File: src/hw/rtl/ttw_pkg.sv
// shared types, codes and constants of the text terminal writer
`timescale 1ns / 1ps
package ttw_pkg;

  localparam int DEF_COLUMNS = 80;
  localparam int DEF_ROWS    = 25;

  localparam int KIND_W      = 2;
  localparam int CHAR_W      = 8;
  localparam int ROW_FIELD_W = 5;
  localparam int COL_FIELD_W = 7;
  localparam int WORD_W      = 16;
  localparam int COLOR_W     = 4;
  localparam int CFG_INDEX_W = 1;

  localparam int QUEUE_DEPTH = 2;

  localparam logic [CHAR_W-1:0]  NEWLINE_CODE = 8'h0A;
  localparam logic [CHAR_W-1:0]  SPACE_CODE   = 8'h20;
  localparam logic [COLOR_W-1:0] FG_RESET     = 4'hF;
  localparam logic [COLOR_W-1:0] BG_RESET     = 4'h0;

  typedef enum logic [KIND_W-1:0] {
    KIND_PUT   = 2'd0,
    KIND_CLEAR = 2'd1,
    KIND_READ  = 2'd2
  } kind_t;

  typedef enum logic [2:0] {
    OP_PUT,
    OP_NEWLINE,
    OP_CLEAR,
    OP_READ,
    OP_NOP
  } op_t;

  typedef struct packed {
    op_t                    op;
    logic [CHAR_W-1:0]      char_code;
    logic [ROW_FIELD_W-1:0] row;
    logic [COL_FIELD_W-1:0] col;
  } cmd_t;

  typedef enum logic [CFG_INDEX_W-1:0] {
    REG_FG = 1'b0,
    REG_BG = 1'b1
  } reg_index_t;

  typedef struct packed {
    logic                   en;
    logic [CFG_INDEX_W-1:0] index;
    logic [COLOR_W-1:0]     data;
  } cfg_wr_t;

  typedef enum logic [1:0] {
    ST_IDLE,
    ST_READ,
    ST_SWEEP,
    ST_RESP
  } state_t;

endpackage

File: src/hw/rtl/ttw_fifo.sv
// short command queue between the front and back ends
`timescale 1ns / 1ps
module ttw_fifo (
  input  logic          clk,
  input  logic          rst,
  input  logic          push,
  input  ttw_pkg::cmd_t push_cmd,
  output logic          full,
  input  logic          pop,
  output ttw_pkg::cmd_t head,
  output logic          head_valid
);
  import ttw_pkg::*;

  localparam int PTR_W = (QUEUE_DEPTH > 1) ? $clog2(QUEUE_DEPTH) : 1;

  cmd_t             slots [QUEUE_DEPTH];
  logic [PTR_W-1:0] wr_ptr;
  logic [PTR_W-1:0] rd_ptr;
  logic [PTR_W:0]   count;

  function automatic logic [PTR_W-1:0] ptr_inc(input logic [PTR_W-1:0] p);
    ptr_inc = (p == PTR_W'(QUEUE_DEPTH - 1)) ? '0 : p + PTR_W'(1);
  endfunction

  assign full       = (count == (PTR_W+1)'(QUEUE_DEPTH));
  assign head_valid = (count != '0);
  assign head       = slots[rd_ptr];

  always_ff @(posedge clk) begin
    if (push) begin
      slots[wr_ptr] <= push_cmd;
    end
  end

  always_ff @(posedge clk) begin
    if (rst) begin
      wr_ptr <= '0;
      rd_ptr <= '0;
      count  <= '0;
    end else begin
      if (push) begin
        wr_ptr <= ptr_inc(wr_ptr);
      end
      if (pop) begin
        rd_ptr <= ptr_inc(rd_ptr);
      end
      count <= count + (PTR_W+1)'(push) - (PTR_W+1)'(pop);
    end
  end

endmodule

File: config.mk
export PLATFORM = sky130hd
export DESIGN_NAME = ttw_fifo
export DESIGN_NICKNAME = d
export VERILOG_FILES = /design/src/hw/rtl/ttw_pkg.sv /design/src/hw/rtl/ttw_fifo.sv
export SDC_FILE = /design/constraint.sdc
export NUM_CORES = 1
export LEC_CHECK = 0
export BUFFER_PORTS_ARGS = -buffer_cell sky130_fd_sc_hd__buf_2
export CAP_MARGIN = 40
export CORE_MARGIN = 3
export CORE_UTILIZATION = 46
export DETAILED_ROUTE_END_ITERATION = 10
export GPL_ROUTABILITY_DRIVEN = 0
export PLACE_DENSITY = 0.77
export SLEW_MARGIN = 20
export SYNTH_ARGS = -nofsm -noshare
export SYNTH_HDL_FRONTEND = slang
export SYNTH_SLANG_ARGS = --single-unit
File: constraint.sdc
create_clock -name clk -period 2.2 [get_ports clk]
set_clock_uncertainty 0.2 [all_clocks]
set_input_delay 0.66 -clock clk [delete_from_list [all_inputs] [get_ports clk]]
set_output_delay 0.66 -clock clk [all_outputs]
set_load 0.005 [all_outputs]
==> Yosys cells after proc, flatten, opt, wreduce, memory -nomap -nowiden <==
Memory sizes are Yosys's and may differ from the RTL's. A register that Yosys moved wholly into a read port is not among the register bits.
Index checks and enable logic that the tools add are counted.
{ "word_totals": {"n_memories": 1, "word_cells": 16, "mem_bits_rw": 46, "output_inout_bits": 25, "in_bits": 27, "regBits": 4} }
{ "mem_list": {"columns": ["memory", "words", "width", "read_ports", "rd_ports_with_merged_regs", "wr", "line_no", "source"], "rows": [
  ["slots", 2, 23, 1, 1, 1, "ttw_fifo.sv:17", "cmd_t slots [QUEUE_DEPTH];"]
]} }
{ "op_classes": {"eq_ne": 1, "n_addsub": 4, "n_reduce_logical": 1, "mux": 6} }
{ "ops": {"columns": ["op", "count"], "rows": [
  ["2-to-1 mux 1 bit", 6],
  ["adder 1 bit (second input constant)", 2],
  ["adder 2 x 1 -> 2 bit", 1],
  ["== test 2 bit (second input constant)", 1],
  ["nonzero test 2 bit", 1],
  ["subtractor 2 x 1 -> 2 bit", 1]
]} }

==> Depth between registers and ports, before layout <==
{ "depth": {"depth_word": 4, "ltp_mapped": 6} }

==> Worst setup path after synthesis <==
No wires, ideal clock.
{ "synth_path": {"path_type": "input port to flip-flop", "startpoint": "input port push", "endpoint": "memory slots[0][0] in the netlist's numbering (enable)", "path_slack_ns": -0.129, "cell_stages": 1, "n_path_buf": 0, "setup_time_ns": 0.405, "t_arrival_ns": 1.723, "cell_sequence": "nor2b_1"} }
{ "synth_between": {"elab_chain_cells": 2} }
{ "synth_lines": {"columns": ["item", "line_no", "source"], "rows": [
  ["from (decl)", "ttw_fifo.sv:6", "input logic push,"],
  ["2-to-1 mux 1 bit", "ttw_fifo.sv:31", "if (push) begin"],
  ["2-to-1 mux 1 bit (not written as such)", "ttw_fifo.sv:32", "slots[wr_ptr] <= push_cmd;"],
  ["to (decl)", "ttw_fifo.sv:17", null]
]} }
No other way between the ends.

==> flow_summary_export.csv <==
group,metric,value,unit
worst_hold_path,whs_path_depth,2,
layout,num-nets-final,185,
sta,setup_repair_after_global_routing_missed_its_margin,"yes",
clock_tree,clkLatencyLatePin,0.29,ns
global_routing,grt_first_pass_wirelength,5.24,mm
routing,drc_errors,0,
placed_design,numPortBuffers,51,
floorplanning,placementRows,22,
clock_tree,numCtsBuffers,5,
critical_path,max_stage_delay,0.38,ns
critical_path,cpLargestDelayFamily,"flip-flops",
synth,yosys.cell_types.count,12,
critical_path,setup.reg_to_reg.worst_slack,0.75,ns
placed_design,postPlaceCellArea,2230,um^2
critical_path,crit_end,"head[5]",
routing,drt_pre_antenna_iters,3,
critical_path,critical_path_arrival,1.30,ns
critical_path,critical_path.reg2reg.startpoint,"count[0]",
synth,synthTopCellsByArea,"sky130_fd_sc_hd__edfxtp_1, sky130_fd_sc_hd__mux2_2, sky130_fd_sc_hd__dfxtp_1",
sta,report.final.setup_viol,0,
synth,synth.top_cell.area_share,73.4,%
clock_tree,cts_setup_buffers,0,
critical_path,crit-reg2reg-capture,"count[1]",
critical_path,critical_path_depth,3,
critical_path,timing.critical_path.to_type,"output pin",
global_routing,antenna_found_initial,0,
critical_path,crit_path_start_kind,"register",
floorplanning,die_height,70.0,um
routing,drt-wirelength-per-cell,16.0,um
critical_path,required,1.34,ns
floorplanning,die_width,70.0,um
synth,synth.cell_area,1880,um^2
synth,most_used_dff_post_synth,"sky130_fd_sc_hd__edfxtp_1",
synth,yosys_register_bits,51,
sta,slew-limit-headroom,87.1,%
layout,final_layout_size_suffix_gt1_share,58.6,%
clock_tree,clock_tree.htree_level_count,2,
critical_path,timing.critical_path.buf_inv,2,
power_and_ir_drop,power_per_cell_area,864,nW/um^2
clock_tree,cts_root_buffer,"sky130_fd_sc_hd__clkbuf_8",
clock_tree,cts_sinks,51,
clock_tree,clock_tree_from_tritoncts,"done",
global_routing,via_count_of_the_first_global_routing_pass,1068,
global_routing,largest_net_degree_at_the_start_of_global_routing,17,
sta,timing.fmax,0.462,GHz
sta,final_min_period_over_clock_period,98.3,%
synth,synth-edff-count,46,
clock_tree,clock_tree.buffer_depth,2,
worst_hold_path,min_path_type,"register to register",
sta,timing.final.max_slew_violations,0,
sta,tightest_slew,0.191,ns
sta,hold_viol_final,0,
floorplanning,core-area,3800,um^2
placed_design,place_hpwl,2.37,mm
power_and_ir_drop,leakage_power_of_the_design,0.920,nW
critical_path,cpMaxStageDelayCell,"sky130_fd_sc_hd__dfxtp_4",
layout,diodes,0,
synth,netlist_instances,92,
flow_run,max_cap_viol_count,0,
routing,number_of_nets_with_antenna_violations_after_detailed_routing,0,
routing,avgViaCountPerCell,4.84,
synth,synth_most_common_cell,"sky130_fd_sc_hd__edfxtp_1",
layout,area_growth_syn_to_layout,25.5,%
global_routing,globalRouteTotalUtil,14.3,%
layout,postLayoutCoreUtil,62.2,%
layout,fillCellCount,297,
power_and_ir_drop,power.ir.vdd_worst,0.526,mV
synth,synth.largest_area_cell,"sky130_fd_sc_hd__edfxtp_1",
floorplanning,io-pin-count,52,
sta,final_critical_path_time_including_i_o_delays_and_setup,2.16,ns
critical_path,crit_path_cell_trace,"buf_4, mux2_2, buf_2",
critical_path,setup.worst_path.class,"register to output pin",
global_routing,grt_overflow_total,0,
critical_path,maximum_fanout_encountered_on_the_critical_timing_path,6,
floorplanning,dieArea,4890,um^2
synth,yosysWarnings,0,
synth,syn_area_per_cell,20.5,um^2
layout,postLayoutCellArea,2360,um^2
status,run_status,"complete, no violations",
synth,syn_nets,121,
clock_tree,clk_transition_reported_paths,0.09,ns
critical_path,register_to_register_path_depth,6,
synth,post_synth_most_frequent_cells,"sky130_fd_sc_hd__edfxtp_1, sky130_fd_sc_hd__mux2_2, sky130_fd_sc_hd__dfxtp_1, sky130_fd_sc_hd__nor2_1, sky130_fd_sc_hd__nor2b_1",
routing,num_vias,992,
floorplanning,initial_core_util,49.5,%
routing,finalWirelength,3.27,mm
synth,sequential_cell_area_fraction_in_the_yosys_report,78.7,%
synth,asyncSetResetFlopFracSynth,0,%
routing,initialDrtViolationCount,78,
layer usage:
layer  track usage, %  vias up  part of all wire, %
met5                0        -                    0
met3             3.74        8                  6.5
li1                 -      475                    -
met1             16.1      476                   40
met4             7.87        0                  2.5
met2             24.4       33                   51
where the power goes:
| part | switching, W | leakage, nW | internal, W |
|---|---|---|---|
| Combinational | 0.000115 | 0.395 | 0.000151 |
| Sequential | 0.0000236 | 0.474 | 0.00113 |
| Clock | 0.000286 | 0.0514 | 0.000339 |
state kept, by name (all words and copies together) (netlist names), named ones only:
signal / cells
slots: 46
count: 2
rd_ptr: 1
wr_ptr: 1
placed cells by master (no fill, tap or decap), drive strengths merged:
cell type  Yosys  final
buf            2     59
clkbuf         0      6
nor2b          3      3
ha             2      2
inv            2      2
clkinvlp       0      1
edfxtp        46     46
xnor3          1      1
nor2           4      4
mux2          23     23
and2           1      1
or2            1      1
xnor2          2      2
dfxtp          5      5
bufinv         0      1
stage by stage:
stage	cells	power (W)	hold WS (ns)	setup WS, ns	setup TNS (ns)
finish	205	0.00204	0.333	0.0364	0
detailed placement	196	0.00144	0.325	0.326	0
CTS	204	0.00206	0.332	-0.00955	-0.0227
floorplan	92	0.00131	0.280	0.295	0
global route	205	0.00214	0.329	-0.0177	-0.0933
global placement	196	0.00142	0.296	0.348	0
how the worst min path moves through the flow:
stage	from	endpoint
6_report	rd_ptr	rd_ptr
5_1_grt	push_cmd[10]	slots[0][10]
4_1_cts	push_cmd[16]	slots[0][16]
3_5_place_dp	rd_ptr	rd_ptr
3_3_place_gp	rd_ptr	rd_ptr
2_1_floorplan	rd_ptr	register
tightest hold or removal path, delay by kind of cell (launching register included):
kind | cells | cell delay, ns
flip-flops | 1 | 0.33
XOR/XNOR | 1 | 0.09
AND/OR/NAND/NOR | 1 | 0.08
timing repair:
item | 4_1_cts | 5_1_grt
hold buffers | 0 | 0
setup endpoints to repair | 3 | 23
gates resized for setup | 0 | 7
cloned | 0 | 1
cells by family after synthesis:
group | synth area share (%)
fa+ha+maj | 1.33
buf+inv | 1.60
mux | 13.8
simple gates | 2.46
flops | 78.7
xor+xnor | 2.13
area by class of cell:
class | count | area [um^2] | share of cell area, %
repair buffers | 59 | 327 | 13.8
clock buffers | 6 | 72.6 | 3.07
multi-input cells | 37 | 373 | 15.8
well taps | 48 | 60.1 | 2.54
flip-flops and latches | 51 | 1490 | 62.9
clock inverters | 2 | 37.5 | 1.59
inverters | 2 | 7.51 | 0.318
Note: power is estimated with default switching activity, not from simulation.
