## src/hw/rtl/ttw_pkg.sv

```systemverilog
// shared types, codes and constants of the text terminal writer
`timescale 1ns / 1ps
package ttw_pkg;

  localparam int DEF_COLUMNS = 80;
  localparam int DEF_ROWS    = 25;

  localparam int KIND_W      = 2;
  localparam int CHAR_W      = 8;
  localparam int ROW_FIELD_W = 5;
  localparam int COL_FIELD_W = 7;
  localparam int WORD_W      = 16;
  localparam int COLOR_W     = 4;
  localparam int CFG_INDEX_W = 1;

  localparam int QUEUE_DEPTH = 2;

  localparam logic [CHAR_W-1:0]  NEWLINE_CODE = 8'h0A;
  localparam logic [CHAR_W-1:0]  SPACE_CODE   = 8'h20;
  localparam logic [COLOR_W-1:0] FG_RESET     = 4'hF;
  localparam logic [COLOR_W-1:0] BG_RESET     = 4'h0;

  typedef enum logic [KIND_W-1:0] {
    KIND_PUT   = 2'd0,
    KIND_CLEAR = 2'd1,
    KIND_READ  = 2'd2
  } kind_t;

  typedef enum logic [2:0] {
    OP_PUT,
    OP_NEWLINE,
    OP_CLEAR,
    OP_READ,
    OP_NOP
  } op_t;

  typedef struct packed {
    op_t                    op;
    logic [CHAR_W-1:0]      char_code;
    logic [ROW_FIELD_W-1:0] row;
    logic [COL_FIELD_W-1:0] col;
  } cmd_t;

  typedef enum logic [CFG_INDEX_W-1:0] {
    REG_FG = 1'b0,
    REG_BG = 1'b1
  } reg_index_t;

  typedef struct packed {
    logic                   en;
    logic [CFG_INDEX_W-1:0] index;
    logic [COLOR_W-1:0]     data;
  } cfg_wr_t;

  typedef enum logic [1:0] {
    ST_IDLE,
    ST_READ,
    ST_SWEEP,
    ST_RESP
  } state_t;

endpackage

```

## src/hw/rtl/ttw_if.sv

```systemverilog
// request and response channel interfaces
`timescale 1ns / 1ps
interface ttw_req_if;
  import ttw_pkg::*;

  logic                   valid;
  logic                   ready;
  logic [KIND_W-1:0]      kind;
  logic [CHAR_W-1:0]      char_code;
  logic [ROW_FIELD_W-1:0] read_row;
  logic [COL_FIELD_W-1:0] read_col;

  modport source (output valid, kind, char_code, read_row, read_col, input ready);
  modport sink (input valid, kind, char_code, read_row, read_col, output ready);
endinterface


```

## src/hw/rtl/ttw_front.sv

```systemverilog
// front end: takes request transactions and decodes them into commands
`timescale 1ns / 1ps
module ttw_front #(
  parameter int COLUMNS = ttw_pkg::DEF_COLUMNS,
  parameter int ROWS    = ttw_pkg::DEF_ROWS
) (
  ttw_req_if.sink       req,
  input  logic          full,
  output logic          push,
  output ttw_pkg::cmd_t push_cmd
);
  import ttw_pkg::*;

  logic in_range;

  assign in_range = (int'(req.read_row) < ROWS) && (int'(req.read_col) < COLUMNS);
  assign req.ready = !full;
  assign push      = req.valid && !full;

  always_comb begin
    push_cmd.char_code = req.char_code;
    push_cmd.row       = req.read_row;
    push_cmd.col       = req.read_col;
    unique case (kind_t'(req.kind))
      KIND_PUT:   push_cmd.op = (req.char_code == NEWLINE_CODE) ? OP_NEWLINE : OP_PUT;
      KIND_CLEAR: push_cmd.op = OP_CLEAR;
      KIND_READ:  push_cmd.op = in_range ? OP_READ : OP_NOP;
      default:    push_cmd.op = OP_NOP;
    endcase
  end

endmodule

```

## src/flat_wrapper.sv

```systemverilog
// flat-port wrapper written by rule: the top's interface ports become plain ports
module ttw_front_flat import ttw_pkg::*;
#(
  parameter int COLUMNS = ttw_pkg::DEF_COLUMNS,
  parameter int ROWS    = ttw_pkg::DEF_ROWS
)
  (full, push, push_cmd, req_valid, req_kind, req_char_code, req_read_row, req_read_col, req_ready);
  ttw_req_if req_i ();
  input  logic full;
  output logic push;
  output ttw_pkg::cmd_t push_cmd;
  input wire logic [$bits(req_i.valid)-1:0] req_valid;
  input wire logic [$bits(req_i.kind)-1:0] req_kind;
  input wire logic [$bits(req_i.char_code)-1:0] req_char_code;
  input wire logic [$bits(req_i.read_row)-1:0] req_read_row;
  input wire logic [$bits(req_i.read_col)-1:0] req_read_col;
  output wire logic [$bits(req_i.ready)-1:0] req_ready;
  assign req_i.valid = req_valid;
  assign req_i.kind = req_kind;
  assign req_i.char_code = req_char_code;
  assign req_i.read_row = req_read_row;
  assign req_i.read_col = req_read_col;
  assign req_ready = req_i.ready;
  ttw_front #(.COLUMNS(COLUMNS), .ROWS(ROWS)) u_core (.req(req_i), .full(full), .push(push), .push_cmd(push_cmd));
endmodule
```

## config.mk

```make
export PLATFORM = sky130hd
export DESIGN_NAME = ttw_front_flat
export DESIGN_NICKNAME = d
export VERILOG_FILES = /design/src/hw/rtl/ttw_pkg.sv /design/src/hw/rtl/ttw_if.sv /design/src/hw/rtl/ttw_front.sv /design/src/flat_wrapper.sv
export SDC_FILE = /design/constraint.sdc
export NUM_CORES = 1
export LEC_CHECK = 0
export ABC_AREA = 1
export BUFFER_PORTS_ARGS = -buffer_cell sky130_fd_sc_hd__buf_2
export CORE_AREA = 2 2 39 41
export DETAILED_ROUTE_END_ITERATION = 8
export DIE_AREA = 0 0 41 43
export GPL_TIMING_DRIVEN = 0
export SETUP_SLACK_MARGIN = 0.5
export SYNTH_ARGS = -nofsm -noshare
export SYNTH_HDL_FRONTEND = slang
export SYNTH_SLANG_ARGS = --single-unit
```

## constraint.sdc

```tcl
create_clock -name vclk -period 0.8
set_clock_uncertainty 0.05 [all_clocks]
set_input_delay 0.12 -clock vclk [all_inputs]
set_output_delay 0.12 -clock vclk [all_outputs]
set_load 0.05 [all_outputs]
```

==> results of run 1 <==
## logic make-up after synthesis
family | after synthesis | share of synthesized area [%]
buf+inv | 25 | 64.6
simple gates | 22 | 33.5
compound gates | 1 | 1.91
## synthesized netlist by cell type, drive strengths merged
| library cell | instances |
|---|---|
| buf | 20 |
| inv | 5 |
| nand2 | 13 |
| nand3 | 1 |
| nor2 | 6 |
| nor3 | 1 |
| o21ai | 1 |
| or2 | 1 |
## stage by stage
| step | TNS (ns) | worst slack [ns] | cells |
|---|---|---|---|
| after global placement | -0.942 | -0.342 | 109 |
| after detailed placement | -0.970 | -0.352 | 109 |
| after floorplan | 0 | 0.00295 | 48 |
==> impl_metrics.csv, run 1 <==
group,metric,value,unit
floorplan,row_count,14,
logic_synthesis,synth.cell_area,262,um^2
logic_synthesis,yosysWarningCount,0,
clock_network,cts_stage_hold_buffer_count,0,
logic_synthesis,post_synth.cell_area_avg,5.45,um^2
floorplan,initial_core_util,18.9,%
logic_synthesis,post-synth-top-area-cell,"sky130_fd_sc_hd__buf_4",
place,gp_congestion,0.612,
floorplan,die_height,43,um
logic_synthesis,synth.lib_cells_used.distinct,8,
place,dp_hpwl,774,um
clock_network,post-cts-setup-buffer-count,2,
logic_synthesis,syn-instance-count,48,
logic_synthesis,synth.top_cells.by_area,"sky130_fd_sc_hd__buf_4, sky130_fd_sc_hd__nand2_1, sky130_fd_sc_hd__nor2_1",
logic_synthesis,synth_fp_nets,72,
clock_network,postCtsResizedCells,147,
place,place_area,816,um^2
status,status,"did not finish",
floorplan,floorplan.die.width,41,um
place,buffer_ports.inserted,45,
logic_synthesis,synth_seq_area_share,0,%
logic_synthesis,share_of_the_synthesized_area_in_the_top_cell_type,57.4,%
floorplan,ios,49,
status,failing_step,"clock tree synthesis (4_1_cts)",
status,firstError,"[ERROR DPL-0033] detailed placement checks failed during check placement.",
==> run 2: changes to the inputs <==
- CORE_AREA: 2 2 39 41 -> 2 2 63 65
- DIE_AREA: 0 0 41 43 -> 0 0 65 67
- PLACE_DENSITY_LB_ADDON: default -> 0.15
- SETUP_SLACK_MARGIN: 0.5 -> default
==> impl_metrics.csv, run 2 <==
group,metric,value,unit
floorplan,area_of_the_die,4360,um^2
logic_synthesis,yosysWarningCount,0,
finish,fillers,414,
critical_path,worst_setup_path_start_kind,"input port",
critical_path,critPathMaxStageDelay,0.22,ns
critical_path,cell_type_group_with_the_largest_total_delay_on_the_critical_path,"simple AND/OR/NAND/NOR gates",
finish,antennaDiodeCount,0,
power_and_ir_drop,p_sw,350,uW
logic_synthesis,synth.lib_cells_used.distinct,8,
place,gp_congestion,0.604,
finish,seq_cells,0,
logic_synthesis,share_of_the_synthesized_area_in_the_top_cell_type,57.4,%
finish,nNetsFinal,119,
routing,detail-route-antenna-nets,0,
grt,grt_start_max_net_pins,5,
power_and_ir_drop,post-layout-total-power,555,uW
floorplan,ios,49,
grt,congestion_overflow_gr,0,
power_and_ir_drop,p_int,204,uW
finish,share_of_cells_above_drive_strength_1,82.8,%
power_and_ir_drop,clock_power_share,0,%
timing,report.final.hold_viol_count,0,
critical_path,worst-path-buf-inv,2,
routing,vias,421,
routing,viasPerCell,2.99,
routing,drc_errors,0,
timing,slew_violations,0,
logic_synthesis,synth.cell_area,262,um^2
floorplan,die_height,67,um
timing,post-route-period-util,121,%
place,dp_hpwl,787,um
status,violations_in_the_final_reports,"setup timing",
timing,report.final.setup_viol,3,
finish,sequential_cell_area,0,um^2
finish,synthToLayoutAreaGrowth,157,%
timing,worst_slew_pin_slew,0.254,ns
logic_synthesis,synth_fp_nets,72,
worst_hold_path,min-delay-start,"req_read_col[1]",
logic_synthesis,post-synth-top-area-cell,"sky130_fd_sc_hd__buf_4",
critical_path,setup.worst_path.end_class,"output port",
grt,grt_first_pass_wirelength,1150,um
critical_path,crit_type,"in -> out",
critical_path,worst-endpoint-arrival,0.80,ns
logic_synthesis,ys_top_cells_by_count,"sky130_fd_sc_hd__buf_4, sky130_fd_sc_hd__nand2_1, sky130_fd_sc_hd__nor2_1",
power_and_ir_drop,comb_power_share,100.0,%
timing,grt_setup_unrepaired,"yes",
critical_path,path_cells,"buf_6, or2_0, nor2_2, nand2_1, nand2_2, buf_8",
power_and_ir_drop,switching_share_of_power,63.2,%
grt,antenna_found_initial,0,
timing,period_needed,0.971,ns
critical_path,crit_path_top_delay_cell,"sky130_fd_sc_hd__or2_0",
logic_synthesis,syn-instance-count,48,
logic_synthesis,synth.top_cells.by_area,"sky130_fd_sc_hd__buf_4, sky130_fd_sc_hd__nand2_1, sky130_fd_sc_hd__nor2_1",
power_and_ir_drop,power.ir.vdd_worst,0.139,mV
timing,worst_slew_margin_rel,83.2,%
finish,most_common_library_cell_in_the_layout_ignoring_fill_and_taps,"sky130_fd_sc_hd__buf_2",
critical_path,worstPathRequired,0.63,ns
floorplan,placeable_core_region,3610,um^2
grt,track_usage,3.13,%
floorplan,floorplan.die.width,65,um
floorplan,initial_core_util,7.25,%
status,status,"finished, violations left",
finish,layout.cells.most_common_list,"sky130_fd_sc_hd__buf_2, sky130_fd_sc_hd__buf_4, sky130_fd_sc_hd__nand2_1",
routing,postRouteWirelength,846,um
worst_hold_path,timing.hold.worst_endpoint,"push_cmd[1]",
power_and_ir_drop,seq_power_share,0,%
grt,grt_pass1_vias,298,
worst_hold_path,timing.hold.worst.class,"in -> out",
logic_synthesis,synth_most_common_cell,"sky130_fd_sc_hd__buf_4",
logic_synthesis,synth_seq_area_share,0,%
logic_synthesis,post_synth.cell_area_avg,5.45,um^2
place,buffer_ports.inserted,45,
timing,max_freq,1.03,GHz
floorplan,row_count,22,
finish,clock_buffers,0,
routing,detail_route.first_pass.iterations,1,
timing,totalNegativeSetupSlack,-0.412,ns
routing,initialDrtViolationCount,0,
critical_path,path_max_fanout,2,
flow_run,drv_cap,0,
timing,post-route-worst-setup-slack,-0.171,ns
power_and_ir_drop,power_per_cell_area,825,nW/um^2
power_and_ir_drop,power_leakage,0.382,nW
routing,post_drt_wl_per_cell,6.00,um
worst_hold_path,worstHoldPathCells,2,
-- run 2: worst max-delay path by stage --
stage | start | cells after the start | to | slack [ns]
floorplan | req_char_code[0] | 4 | push_cmd[20] | -0.06
global placement | req_read_row[2] | 7 | push_cmd[21] | -0.35
detailed placement | req_read_row[2] | 7 | push_cmd[21] | -0.36
CTS | req_char_code[2] | 6 | push_cmd[20] | -0.21
global route | req_char_code[2] | 6 | push_cmd[20] | -0.21
finish | req_char_code[2] | 6 | push_cmd[20] | -0.17
-- run 2: cells by family (layout without fill, tap and decap cells) --
kind of cell	count (synthesis)	after routing	synth area share [%]
buf+inv	25	70	64.6
simple gates	22	22	33.5
compound gates	1	1	1.91
-- run 2: stage by stage --
step	hold slack (ns)	worst slack, ns	util (%)	std cells	instance area [um^2]
2_1_floorplan	0.286	-0.0596	-	48	282
3_3_place_gp	0.493	-0.346	15.7	141	567
3_5_place_dp	0.493	-0.361	15.7	141	567
4_1_cts	0.494	-0.215	17.6	141	636
5_1_grt	0.499	-0.209	18.6	141	672
6_report	0.493	-0.171	18.6	141	672
-- run 2: what timing repair did --
item,4_1_cts,5_1_grt
pin swaps,7,4
setup buffers,0,0
hold buffers,0,0
endpoints found under the setup margin,3,3
gates resized for setup,17,8
-- run 2: layout make-up --
cell class / count / area, um^2 / share of cell area, %
plain buffers: 20 / 150 / 22.3
inverters: 5 / 18.8 / 2.79
multi-input cells: 23 / 156 / 23.3
well taps: 48 / 60.1 / 8.94
repair buffers: 45 / 287 / 42.6
-- run 2: layer usage --
metal  track usage (%)  share of wire (%)  routed length (um)  up-vias
met4                 0                  0                   0        0
met5                 0                  0                   0        -
li1                  -                  -                   -      213
met1              3.50                 33                 283      182
met3                 0                 11                  91        0
met2              6.83                 56                 472       26
-- run 2: power groups by stage --
stage	clock, mW	combinational, mW	sequential [mW]
floorplan	0	0.369	0
global placement	0	0.490	0
detailed placement	0	0.493	0
CTS	0	0.539	0
global route	0	0.581	0
finish	0	0.555	0
(Power assumes the default switching activity.)
==> run 3: changes to the inputs <==
- clock period: 0.8 -> 1 ns (I/O delays scaled with it)
==> impl_metrics.csv, run 3 (synthesized netlist as in run 2, its figures left out) <==
group,metric,value,unit
timing,post-route-period-util,106,%
timing,totalNegativeSetupSlack,-0.0579,ns
clock_network,cts_stage_hold_buffer_count,0,
worst_hold_path,min-delay-start,"req_read_col[0]",
grt,grt_first_pass_wirelength,1260,um
finish,layout.cells.most_common_list,"sky130_fd_sc_hd__buf_2, sky130_fd_sc_hd__buf_4, sky130_fd_sc_hd__nand2_1",
finish,synthToLayoutAreaGrowth,144,%
grt,congestion_overflow_gr,0,
timing,max_freq,0.945,GHz
grt,grt_pass1_vias,336,
floorplan,area_of_the_die,4360,um^2
timing,report.final.setup_viol,1,
floorplan,initial_core_util,7.25,%
floorplan,placeable_core_region,3610,um^2
finish,share_of_cells_above_drive_strength_1,79.8,%
critical_path,worst_setup_path_start_kind,"input port",
grt,antenna_found_initial,0,
floorplan,floorplan.die.width,65,um
routing,detail_route.first_pass.iterations,4,
finish,clock_buffers,0,
power_and_ir_drop,power_per_cell_area,670,nW/um^2
timing,slew_violations,0,
routing,postRouteWirelength,879,um
timing,hold-worst-slack,0.552,ns
power_and_ir_drop,power.ir.vdd_worst,0.129,mV
place,placement.setup.worst_slack,-0.252,ns
place,gp_congestion,0.568,
finish,most_common_library_cell_in_the_layout_ignoring_fill_and_taps,"sky130_fd_sc_hd__buf_2",
flow_run,drv_cap,0,
timing,worst_slew_margin_rel,83.0,%
critical_path,timing.critical_path.from,"req_char_code[2]",
floorplan,die_height,67,um
place,placedCellCount,141,
routing,initialDrtViolationCount,7,
floorplan,row_count,22,
floorplan,ios,49,
place,dp_hpwl,802,um
timing,grt_setup_unrepaired,"yes",
critical_path,crit_type,"in -> out",
grt,track_usage,3.41,%
status,violations_in_the_final_reports,"setup timing",
finish,final_cell_area,637,um^2
routing,viasPerCell,2.87,
critical_path,path_max_fanout,2,
critical_path,setup.worst_path.end_class,"output port",
routing,drc_errors,0,
finish,fin_cells,142,
timing,period_needed,1.06,ns
place,place_area,554,um^2
finish,nNetsFinal,120,
routing,vias,407,
power_and_ir_drop,power_leakage,0.378,nW
timing,report.final.hold_viol_count,0,
finish,sequential_cell_area,0,um^2
timing,worst_slew_pin_slew,0.257,ns
grt,grt_start_max_net_pins,5,
worst_hold_path,timing.hold.worst.class,"in -> out",
routing,detail-route-antenna-nets,0,
critical_path,worst-endpoint-arrival,0.86,ns
critical_path,worstPathRequired,0.80,ns
timing,post-route-worst-setup-slack,-0.0579,ns
routing,post_drt_wl_per_cell,6.19,um
finish,seq_cells,0,
status,status,"finished, violations left",
place,buffer_ports.inserted,45,
finish,antennaDiodeCount,0,
==> run 3: critical path, cell delays in order <==
cell and delay, ns:
sky130_fd_sc_hd__buf_6 0.09, sky130_fd_sc_hd__or2_0 0.21, sky130_fd_sc_hd__nor2_1 0.12, sky130_fd_sc_hd__nand2_1 0.08
sky130_fd_sc_hd__nand2_2 0.07, sky130_fd_sc_hd__buf_8 0.14
==> run 3: final cells by class <==
| class | count | area (um^2) |
|---|---|---|
| fill | 413 | 2970 |
| buffer | 20 | 150 |
| tap | 48 | 60.1 |
| inverter | 5 | 18.8 |
| multi-input combinational | 23 | 124 |
| timing repair buffer | 46 | 284 |
==> run 3: worst paths after layout <==
| check | endpoint | slack, ns | cells past startpoint |
|---|---|---|---|
| min | push_cmd[0] | 0.55 | 2 |
| max | push_cmd[20] | -0.06 | 6 |
==> run 3: through the flow <==
step / util [%] / total power, mW
4_1_cts: 17.2 / 0.423
5_1_grt: 17.7 / 0.451
3_3_place_gp: 15.4 / 0.389
3_5_place_dp: 15.4 / 0.389
2_1_floorplan: - / 0.290
6_report: 17.7 / 0.427
==> run 3: metal layers <==
layer / track usage [%] / up-vias / part of all wire [%] / wire length (um)
met5: 0 / - / 0 / 0
met4: 0 / 0 / 0 / 0
met3: 0.507 / 0 / 15 / 132
met2: 6.44 / 34 / 46 / 401
met1: 4.30 / 159 / 39 / 346
li1: - / 214 / - / -
==> run 3: what timing repair did <==
item / 4_1_cts / 5_1_grt
buffers inserted: 1 / 0
setup endpoints to repair: 3 / 3
resized for setup: 16 / 4
pin swaps: 7 / 3
==> run 3: power breakdown <==
part | internal, mW | switching (mW)
Sequential | 0 | 0
Combinational | 0.155 | 0.272
Clock | 0 | 0
==> run 4: changes to the inputs <==
==> constraint.sdc (replaced) <==
create_clock -name vclk -period 1
set_clock_uncertainty 0.05 [all_clocks]
set_input_delay 0.2 -clock vclk [all_inputs]
set_output_delay 0.2 -clock vclk [all_outputs]
set_load 0.05 [all_outputs]
==> impl_metrics.csv, run 4 (synthesized netlist as in run 2, its figures left out) <==
group,metric,value,unit
power_and_ir_drop,power.ir.vdd_worst,0.150,mV
floorplan,initial_core_util,7.25,%
routing,drc_errors,0,
critical_path,crit_type,"in -> out",
grt,grt_pass1_vias,294,
critical_path,worst-endpoint-arrival,0.89,ns
critical_path,setup.worst_path.end_class,"output port",
finish,fin_cells,141,
timing,post-route-worst-setup-slack,-0.141,ns
grt,antenna_found_initial,0,
critical_path,critPathMaxStageDelay,0.20,ns
finish,sequential_cell_area,0,um^2
finish,synthToLayoutAreaGrowth,138,%
routing,vias,404,
finish,layout.cells.most_common_list,"sky130_fd_sc_hd__buf_2, sky130_fd_sc_hd__buf_4, sky130_fd_sc_hd__nand2_1",
timing,totalNegativeSetupSlack,-0.313,ns
floorplan,area_of_the_die,4360,um^2
finish,nNetsFinal,119,
clock_network,post-cts-setup-buffer-count,0,
timing,worst_slew_margin_rel,83.2,%
floorplan,row_count,22,
timing,report.final.setup_viol,3,
routing,detail_route.first_pass.iterations,2,
power_and_ir_drop,power_leakage,0.370,nW
floorplan,floorplan.die.width,65,um
finish,most_common_library_cell_in_the_layout_ignoring_fill_and_taps,"sky130_fd_sc_hd__buf_2",
critical_path,path_cells,"buf_6, or2_0, nor2_1, nand2_1, nand2_2, buf_8",
place,buffer_ports.inserted,45,
timing,report.final.hold_viol_count,0,
place,placedCellCount,141,
routing,detail-route-antenna-nets,0,
floorplan,ios,49,
finish,multiInputGateArea,126,um^2
critical_path,crit_path_top_delay_cell,"sky130_fd_sc_hd__or2_0",
power_and_ir_drop,power_per_cell_area,680,nW/um^2
grt,congestion_overflow_gr,0,
timing,grt_setup_unrepaired,"yes",
clock_network,cts_stage_hold_buffer_count,0,
routing,initialDrtViolationCount,1,
finish,seq_cells,0,
timing,period_needed,1.14,ns
flow_run,drv_cap,0,
place,placement.setup.worst_slack,-0.339,ns
place,dp_hpwl,792,um
routing,post_drt_wl_per_cell,6.01,um
critical_path,worstPathRequired,0.75,ns
worst_hold_path,timing.hold.worst.class,"in -> out",
status,violations_in_the_final_reports,"setup timing",
timing,worst_slew_pin_slew,0.254,ns
grt,track_usage,3.23,%
routing,viasPerCell,2.87,
finish,antennaDiodeCount,0,
finish,share_of_cells_above_drive_strength_1,79.6,%
floorplan,die_height,67,um
routing,postRouteWirelength,848,um
finish,clock_buffers,0,
finish,fillers,422,
grt,grt_start_max_net_pins,5,
place,gp_congestion,0.567,
timing,max_freq,0.876,GHz
timing,slew_violations,0,
finish,post-route-util,17.3,%
critical_path,path_max_fanout,2,
grt,grt_first_pass_wirelength,1150,um
status,status,"finished, violations left",
timing,hold-worst-slack,0.652,ns
critical_path,worst_setup_path_start_kind,"input port",
timing,post-route-period-util,114,%
floorplan,placeable_core_region,3610,um^2
run 4: worst max-delay path, delay by kind of cell:
kind	cells	cell delay (ns)
simple gates	4	0.45
buf+inv	2	0.23
run 4: report_power, final:
part	internal, mW	leakage (nW)	switching, mW
clock	0	0	0
combinational	0.151	0.370	0.272
sequential	0	0	0
total	0.151	0.370	0.272
run 4: worst paths after layout:
| path | from | endpoint | slack [ns] | depth (start not counted) |
|---|---|---|---|---|
| max | req_char_code[2] | push_cmd[20] | -0.14 | 6 |
| min | req_read_col[0] | push_cmd[0] | 0.65 | 2 |
run 4: per-stage QoR:
stage	instance area, um^2	power (mW)
floorplan	272	0.291
global placement	557	0.389
detailed placement	557	0.389
CTS	609	0.418
global route	623	0.446
finish	623	0.423
run 4: per-layer routing:
metal	up-vias	share of wire, %	global-route usage [%]
li1	213	-	-
met1	157	43	4.20
met2	34	41	6.06
met3	0	16	0.338
met4	0	0	0
met5	-	0	0
run 4: final cells by class:
cell class | instances | share of cell area, %
Timing Repair Buffer | 45 | 43.0
Inverter | 5 | 3.01
Buffer | 20 | 24.1
Multi-Input combinational cell | 23 | 20.3
Tap cell | 48 | 9.64
run 4: what timing repair did:
item,in CTS,in global routing
resized for setup,15,3
pin swaps,7,1
endpoints found under the setup margin,3,3
